**config.mk**
```make
export PLATFORM = sky130hd
export DESIGN_NAME = dbq_ram
export DESIGN_NICKNAME = d
export VERILOG_FILES = /design/src/rtl/dbq_ram.sv
export SDC_FILE = /design/constraint.sdc
export NUM_CORES = 1
export LEC_CHECK = 0
export BUFFER_PORTS_ARGS = -buffer_cell sky130_fd_sc_hd__buf_2
export CAP_MARGIN = 20
export CELL_PAD_IN_SITES_DETAIL_PLACEMENT = 0
export CELL_PAD_IN_SITES_GLOBAL_PLACEMENT = 1
export CORE_ASPECT_RATIO = 1.4
export CORE_UTILIZATION = 40
export CTS_CLUSTER_DIAMETER = 150
export DETAILED_ROUTE_END_ITERATION = 16
export HOLD_SLACK_MARGIN = 0.1
export MAX_ROUTING_LAYER = met4
export PLACE_DENSITY = 0.63
export SLEW_MARGIN = 20
export SYNTH_ARGS = -nofsm -noshare
export SYNTH_HDL_FRONTEND = slang
export SYNTH_SLANG_ARGS = --single-unit
```
**constraint.sdc**
```tcl
create_clock -name clock -period 3.26 [get_ports clock]
set_input_delay 0.652 -clock clock [delete_from_list [all_inputs] [get_ports clock]]
set_output_delay 0.652 -clock clock [all_outputs]
set_load 0.005 [all_outputs]
```
**src/rtl/dbq_ram.sv**
```systemverilog
// generic single write port, single read port ram with registered read data
// no dependencies
module dbq_ram #(
   parameter int WIDTH = 8,
   parameter int DEPTH = 16
) (
   input  logic                     clock,
   input  logic                     wr_en,
   input  logic [$clog2(DEPTH)-1:0] wr_addr,
   input  logic [WIDTH-1:0]         wr_data,
   input  logic [$clog2(DEPTH)-1:0] rd_addr,
   output logic [WIDTH-1:0]         rd_data
);

   logic [WIDTH-1:0] mem_ff [DEPTH];
   logic [WIDTH-1:0] rd_data_ff;

   always_ff @(posedge clock) begin
      if (wr_en) begin
         mem_ff[wr_addr] <= wr_data;
      end
      rd_data_ff <= mem_ff[rd_addr];
   end

   assign rd_data = rd_data_ff;

endmodule

```
==> flow_summary_export.csv, run 1 <==
group,metric,value,unit
cts,cts_buffer_depth,2,
synthesis,synth.yosys.seq_area_share,77.8,%
setup_path,critPathMaxStageDelay,0.56,ns
drt,avgRoutedWirePerCell,24.1,um
synthesis,synth_largest_area_cell,"edfxtp_1",
synthesis,synth-seq-cells,136,
cts,cts_tree,"yes",
floorplanning,dieArea,13300,sq um
setup_path,cp.required,3.55,ns
synthesis,syn_avg_cell_area,22.5,sq um
power,p_switching,0.826,mW
setup_path,slowest_stage,"mux4_1",
floorplanning,start_util,41.4,%
setup_path,arrival,2.20,ns
min_path,holdCritPathClass,"input port to flip-flop",
finish,syn_to_final_growth,18.1,%
drt,drc,3,
floorplanning,die_h,136,um
grt,grt_pass1_vias,2622,
placed_design,portBuffers,25,
placed_design,place_worst_setup_slack,0.881,ns
timing,fin_crit_sh,58.5,%
power,intPower,3.15,mW
timing,drv_slew,0,
setup_path,crit_chain,"buf_2 > buf_12 > mux4_1 > a22oi_1 > nand2_1",
timing,finalWorstSetupSlack,1.35,ns
floorplanning,io_pins,26,
status,violations,"DRC",
timing,fin_worst_skew,0.00498,ns
cts,clock-root-buffer,"clkbuf_16",
power,seq_power_share,49.4,%
timing,tightest_slew,0.890,ns
floorplanning,core-area,12400,sq um
power,swShare,20.8,%
grt,grt_usage,18.0,%
flow_run,maxCapViolCount,0,
cts,clk_latency,0.40,ns
synthesis,syn_inst,229,
timing,rsz0062_at_grt,"no",
finish,nets,296,
setup_path,critical_path.endpoint_type,"flip-flop",
cts,postCtsHoldBufs,0,
synthesis,syn-num-nets,247,
setup_path,path_buf_inv,2,
min_path,min_path_cells,1,
floorplanning,chipWidth,97.9,um
status,status,"complete, but fails checks",
drt,drt_wl_total,10.6,mm
finish,fin_cells,441,
setup_path,crit_family,"buffers and inverters",
grt,overflow,0,
finish,layout-drive-gt1-share,30.9,%
timing,finalHoldViolCount,0,
drt,dr.pass1.iters,10,
timing,period_needed,1.91,ns
placed_design,gp_congestion,0.714,
setup_path,cp-start-kind,"input port",
setup_path,cp.depth,5,
cts,cts_setup_buffers,0,
cts,cts_buffers,17,
synthesis,yosysWarnings,0,
finish,register_area,4000,sq um
timing,relSlewSlack,40.5,%
setup_path,worstPathMaxFanout,18,
cts,clkTransAtPathRegs,0.06,ns
drt,vias_per_cell,5.63,
grt,antenna_found_initial,0,
setup_path,reg2reg_depth,3,
cts,cts_num_sinks,136,
cts,post_cts_resize_count,0,
grt,grt_max_degree,26,
power,pwr-share-comb,4.5,%
power,leakage,2.05,nW
placed_design,dp_hpwl,6.64,mm
synthesis,synth_area_leaders,"edfxtp_1 (75%), mux4_2 (7.9%), mux4_1 (7.1%)",
cts,htreeDepth,4,
synthesis,synth_top_area_share,74.7,%
drt,drt_iter0_drc,160,
floorplanning,placementRows,48,
finish,fillers,996,
power,p_clk_share,46.2,%
drt,ant_nets,0,
timing,fmax,524,MHz
setup_path,critical_path_class,"input port to flip-flop",
finish,multi_input_area,1060,sq um
synthesis,ys_types,19,
finish,num_antenna_cells,0,
placed_design,dp_cells,409,
power,ir_drop,302,uV
power,power_density,655,nW/um^2
grt,grt_pass1_wl,16.0,mm
synthesis,synthesis.area,5150,sq um
timing,setup_tns,0,ns
timing,setup_violations,0,
drt,vias,2483,
metal layers:
layer / global-route usage, % / wire [um]
met5: - / 0
met1: 21.0 / 4240
met4: 9.60 / 404
met2: 28.6 / 5400
met3: 4.94 / 587
layout by cell type (no fill, tap or decap), types with 4 or more instances in the layout:
master / Yosys / routed
clkbuf_16: 0 / 17
dfxtp_1: 8 / 8
buf_2: 3 / 25
nor2_1: 13 / 13
a22oi_1: 16 / 16
buf_4: 1 / 14
edfxtp_1: 128 / 128
mux4_1: 14 / 14
clkinv_4: 0 / 6
nor3_1: 4 / 4
nand2_1: 9 / 9
clkinvlp_4: 0 / 4
mux4_2: 18 / 18
cell usage after synthesis:
master / count
clkdlybuf4s25_2: 3
mux4_1: 14
and2b_1: 1
or3b_2: 1
buf_6: 3
nand3b_1: 2
a22oi_1: 16
dfxtp_1: 8
nand2_1: 9
mux4_2: 18
edfxtp_1: 128
buf_2: 3
nor3_1: 4
nor2b_1: 1
nand3_1: 1
and2_1: 1
nand2b_1: 2
nor2_1: 13
buf_4: 1
final timing paths:
check | start | endpoint | slack [ns]
worst max register to register | mem_ff[1][1] | rd_data[1] | 1.83
worst min register to register | mem_ff[15][2] | rd_data[2] | 0.67
worst min-delay path | wr_data[7] | mem_ff[15][7] | 0.63
worst max-delay path | rd_addr[0] | rd_data[3] | 1.35
worst reg2reg max path, stage by stage (launching register included):
cell      delay, ns
edfxtp_1       0.36
mux4_1         0.56
a22oi_1        0.31
nand2_1        0.09
metrics by stage:
stage	utilization [%]	hold slack (ns)	cell area [sq um]	power, mW
after floorplan	-	0.629	5150	2.10
after global placement	44.2	0.647	5500	2.18
after detailed placement	44.2	0.665	5500	2.18
after CTS	48.9	0.613	6080	4.01
after global routing	48.9	0.622	6080	4.09
final	48.9	0.629	6080	3.98
kinds of logic (layout without fill, tap and decap cells):
kind of cell / count (synthesis) / after routing / share of synthesized area, %
buf+inv: 10 / 72 / 1.68
mux: 32 / 32 / 15.0
simple gates: 35 / 35 / 3.18
compound gates: 16 / 16 / 2.33
flops: 136 / 136 / 77.8
power groups by stage:
| stage | combinational (mW) | sequential, mW | clock, mW |
|---|---|---|---|
| finish | 0.178 | 1.97 | 1.84 |
| global route | 0.194 | 1.97 | 1.93 |
| floorplan | 0.0992 | 2.00 | 0 |
| global placement | 0.178 | 2.00 | 0 |
| CTS | 0.182 | 1.97 | 1.86 |
| detailed placement | 0.181 | 2.00 | 0 |
state kept, by name (all words and copies together), names as in the netlist:
register	cells
rd_data	8
mem_ff	128
area by class of cell:
class | count | area share, %
sequential | 136 | 65.8
timing repair buffer | 40 | 4.12
tap | 150 | 3.09
clock inverter | 15 | 2.57
multi-input combinational | 83 | 17.4
clock buffer | 17 | 7.00
(Power assumes the default switching activity.)
==> run 2: changes to the inputs <==
Settings changed: PLACE_DENSITY 0.63 to 0.65.
Clock period 3.26 ns to 1.5 ns, I/O delays scaled along.
==> flow_summary_export.csv, run 2 (synthesis gave the netlist of run 1 again) <==
group,metric,value,unit
timing,finalHoldViolCount,0,
cts,cts_buffers,17,
min_path,holdCritPathClass,"input port to flip-flop",
power,power_density,1450,nW/um^2
grt,antenna_found_initial,0,
setup_path,critical_path.endpoint_type,"flip-flop",
drt,avgRoutedWirePerCell,22.1,um
finish,max_flop_register,"mem_ff",
floorplanning,placementRows,48,
placed_design,dp_cells,421,
flow_run,maxCapViolCount,0,
drt,ant_nets,0,
drt,drc,1,
status,violations,"DRC",
timing,tightest_slew,0.786,ns
cts,clk_latency,0.41,ns
finish,num_antenna_cells,0,
grt,grt_usage,17.3,%
drt,vias_per_cell,5.31,
power,leakage,2.16,nW
finish,final_core_util,50.4,%
cts,cts_num_sinks,136,
drt,vias,2405,
finish,fin_cells,453,
power,p_switching,1.75,mW
timing,setup_violations,0,
cts,post_cts_resize_count,0,
finish,nets,308,
setup_path,critical_path_class,"flip-flop to flip-flop",
drt,drt_iter0_drc,182,
floorplanning,core-area,12400,sq um
timing,drv_slew,0,
finish,syn_to_final_growth,21.7,%
power,ir_drop,690,uV
power,seq_power_share,47.1,%
status,status,"complete, but fails checks",
timing,fmax,735,MHz
drt,dr.pass1.iters,10,
timing,setup_tns,0,ns
cts,cts_buffer_depth,2,
floorplanning,die_h,136,um
finish,mostFrequentLayoutCells,"edfxtp_1 (128), buf_2 (25), buf_4 (23), mux4_2 (18), clkbuf_16 (17)",
setup_path,rrSetupSlack,0.14,ns
floorplanning,dieArea,13300,sq um
timing,fin_worst_skew,0.00820,ns
cts,cts_setup_buffers,0,
setup_path,cp.required,1.80,ns
cts,cts_tree,"yes",
setup_path,cp-start-kind,"flip-flop",
finish,layout-drive-gt1-share,33.7,%
finish,layout_commonest_cell,"edfxtp_1",
placed_design,portBuffers,25,
floorplanning,chipWidth,97.9,um
cts,postCtsHoldBufs,0,
timing,relSlewSlack,47.5,%
floorplanning,start_util,41.4,%
timing,rsz0062_at_grt,"no",
placed_design,gp_congestion,0.727,
placed_design,place_worst_setup_slack,-0.232,ns
grt,overflow,0,
floorplanning,io_pins,26,
grt,grt_max_degree,24,
timing,finalWorstSetupSlack,0.139,ns
power,pwr-share-comb,4.5,%
setup_path,arrival,1.66,ns
power,swShare,19.3,%
grt,grt_pass1_vias,2607,
timing,fin_hold_ws,0.271,ns
power,p_clk_share,48.3,%
timing,period_needed,1.36,ns
cts,clkTransAtPathRegs,0.06,ns
drt,drt_wl_total,10.0,mm
placed_design,dp_hpwl,6.73,mm
power,intPower,7.31,mW
setup_path,worstPathMaxFanout,1,
cts,htreeDepth,4,
finish,largest_register_ffs,128,
cts,clock-root-buffer,"clkbuf_16",
timing,fin_crit_sh,90.7,%
grt,grt_pass1_wl,15.4,mm
## run 2: cell types whose count changed in the layout (fill, tap and decap cells not counted), moves of 2 or more
cell | before | now
clkinv_4 | 6 | 2
clkinvlp_4 | 4 | 2
clkbuf_8 | 0 | 2
bufinv_16 | 2 | 4
buf_12 | 1 | 4
buf_4 | 14 | 23
clkbuf_1 | 0 | 2
## run 2: layout make-up
type / count / area, sq um
sequential: 136 / 4000
clock inverter: 11 / 171
tap: 150 / 188
fill: 1005 / 6170
timing repair buffer: 52 / 378
multi-input combinational: 83 / 1060
clock buffer: 21 / 460
## run 2: metrics by stage
step | power [mW] | cell area (sq um)
2_1_floorplan | 4.56 | 5150
3_5_place_dp | 4.77 | 5630
6_report | 9.06 | 6260
5_1_grt | 9.30 | 6260
4_1_cts | 9.12 | 6260
3_3_place_gp | 4.76 | 5630
## run 2: worst max-delay path, stage by stage (launching register included)
cell and delay (ns):
edfxtp_1 0.37, mux4_1 0.50, a22oi_1 0.29, nand2_1 0.09
## run 2: power groups by stage
| stage | sequential (mW) | clock [mW] | combinational (mW) |
|---|---|---|---|
| 2_1_floorplan | 4.35 | 0 | 0.216 |
| 4_1_cts | 4.27 | 4.42 | 0.419 |
| 5_1_grt | 4.28 | 4.58 | 0.448 |
| 3_3_place_gp | 4.35 | 0 | 0.409 |
| 3_5_place_dp | 4.35 | 0 | 0.418 |
| 6_report | 4.27 | 4.38 | 0.409 |
## run 2: layer usage
| metal | vias up | GRT usage [%] | routed length, um |
|---|---|---|---|
| met2 | 42 | 28.8 | 5410 |
| met5 | - | - | 0 |
| met3 | 13 | 4.32 | 304 |
| met1 | 1255 | 20.2 | 4150 |
| li1 | 1095 | - | - |
| met4 | 0 | 6.82 | 159 |
## run 2: path summary, 6_finish.rpt
check / from / end / cells after the start
hold reg to reg: mem_ff[14][0] / rd_data[0] / 3
hold / removal: wr_data[0] / mem_ff[0][0] / 1
setup reg to reg: mem_ff[3][3] / rd_data[3] / 3
setup / recovery: mem_ff[3][3] / rd_data[3] / 3
==> run 3: changes to the inputs <==
Settings changed: PLACE_DENSITY 0.65 to 0.63.
Clock period 1.5 ns to 1.55 ns, I/O delays scaled along.
==> flow_summary_export.csv, run 3 (synthesis gave the netlist of run 1 again) <==
group,metric,value,unit
drt,drt_iter0_drc,153,
status,violations,"DRC",
setup_path,cp.required,1.84,ns
cts,cts_tree,"yes",
cts,postCtsHoldBufs,0,
floorplanning,core-area,12400,sq um
floorplanning,placementRows,48,
drt,avgRoutedWirePerCell,21.7,um
finish,nets,309,
timing,relSlewSlack,47.6,%
placed_design,dp_cells,422,
cts,htreeDepth,4,
finish,syn_to_final_growth,22.1,%
timing,tightest_slew,0.784,ns
finish,fin_cells,454,
placed_design,dp_hpwl,6.65,mm
min_path,min_path_cells,1,
finish,fillers,975,
power,ir_drop,526,uV
drt,ant_nets,0,
timing,drv_slew,0,
finish,num_antenna_cells,0,
setup_path,arrival,1.65,ns
timing,setup_violations,0,
cts,cts_num_sinks,136,
setup_path,crit_chain,"mux4_1 > a22oi_1 > nand2_1",
setup_path,critical_path.endpoint_type,"flip-flop",
min_path,holdCritPathClass,"input port to flip-flop",
cts,clk_latency,0.41,ns
setup_path,rrSetupSlack,0.19,ns
floorplanning,chipWidth,97.9,um
min_path,hp-start,"wr_data[5]",
placed_design,portBuffers,25,
timing,period_needed,1.36,ns
grt,grt_pass1_wl,15.5,mm
placed_design,gp_congestion,0.700,
setup_path,critical_path_class,"flip-flop to flip-flop",
cts,clkTransAtPathRegs,0.06,ns
floorplanning,die_h,136,um
drt,vias_per_cell,5.37,
finish,layout-drive-gt1-share,33.9,%
drt,drc,2,
setup_path,rr_startpoint,"mem_ff[5][1]",
power,p_total,8.98,mW
floorplanning,io_pins,26,
drt,drt_wl_total,9.85,mm
cts,post_cts_resize_count,0,
power,power_density,1430,nW/um^2
setup_path,critPathMaxStageDelay,0.55,ns
finish,max_flop_register,"mem_ff",
timing,finalHoldViolCount,0,
grt,grt_usage,17.3,%
setup_path,r2r_end,"rd_data[1]",
setup_path,cp-start-kind,"flip-flop",
cts,clock-root-buffer,"clkbuf_16",
floorplanning,dieArea,13300,sq um
timing,setup_tns,0,ns
setup_path,slowest_stage,"mux4_1",
cts,cts_buffers,17,
timing,fin_crit_sh,87.7,%
timing,fin_worst_skew,0.00505,ns
finish,layout_commonest_cell,"edfxtp_1",
cts,cts_buffer_depth,2,
min_path,hold_end,"mem_ff[1][5]",
setup_path,crit_path_start,"mem_ff[5][1]",
drt,vias,2438,
setup_path,worstPathMaxFanout,1,
finish,mostFrequentLayoutCells,"edfxtp_1 (128), buf_2 (25), buf_4 (25), mux4_2 (18), clkbuf_16 (17)",
cts,cts_setup_buffers,0,
flow_run,maxCapViolCount,0,
grt,grt_pass1_vias,2626,
grt,grt_max_degree,25,
floorplanning,start_util,41.4,%
grt,overflow,0,
drt,dr.pass1.iters,10,
setup_path,reg2reg_depth,3,
status,status,"complete, but fails checks",
timing,fmax,736,MHz
grt,antenna_found_initial,0,
power,leakage,2.16,nW
finish,largest_register_ffs,128,
timing,rsz0062_at_grt,"no",
==> run 3: cell count changes in the layout (fill, tap and decap cells not counted), sizes merged <==
cell,change
buf,+1
bufinv,+2
clkbuf,-3
clkinvlp,+2
inv,-1
==> run 3: worst max-delay path by stage <==
stage,to,slack (ns),depth (start not counted)
3_3_place_gp,rd_data[1],-0.15,5
2_1_floorplan,mem_ff[3][0],-0.03,2
4_1_cts,rd_data[1],0.19,3
5_1_grt,rd_data[0],0.12,3
6_report,rd_data[1],0.19,3
3_5_place_dp,rd_data[1],-0.17,5
==> run 3: per-layer routing <==
layer  vias to the layer above  share of wire (%)  global-route usage [%]
li1                       1095                  -                       -
met3                         7                4.3                    4.83
met4                         0                1.3                    6.57
met2                        68                 54                    29.9
met5                         -                  0                       -
met1                      1268                 40                    19.1
==> run 3: area by class of cell <==
class / count / area (sq um) / share of cell area [%]
clock buffers: 18 / 429 / 6.83
repair buffers: 53 / 373 / 5.93
well taps: 150 / 188 / 2.99
clock inverters: 14 / 229 / 3.64
flip-flops and latches: 136 / 4000 / 63.7
multi-input cells: 83 / 1060 / 16.9
==> run 3: power breakdown <==
| part | total (mW) | internal, mW | switching (mW) |
|---|---|---|---|
| clock network | 4.45 | 3.00 | 1.45 |
| logic | 0.393 | 0.180 | 0.213 |
| registers | 4.13 | 4.11 | 0.0215 |
==> run 3: critical path: cells and delay by family (launching register included) <==
kind | cells | cell delay, ns
multiplexers | 1 | 0.55
AND/OR/NAND/NOR | 1 | 0.10
flip-flops | 1 | 0.36
AO/OA/AOI/OAI | 1 | 0.24
==> run 3: through the flow <==
stage	instance area [sq um]	hold slack (ns)	util (%)	setup WS [ns]
floorplan	5150	0.409	-	-0.0261
global placement	5630	0.643	45.3	-0.149
detailed placement	5630	0.665	45.3	-0.165
CTS	6280	0.265	50.6	0.189
global route	6280	0.276	50.6	0.123
finish	6280	0.281	50.6	0.191
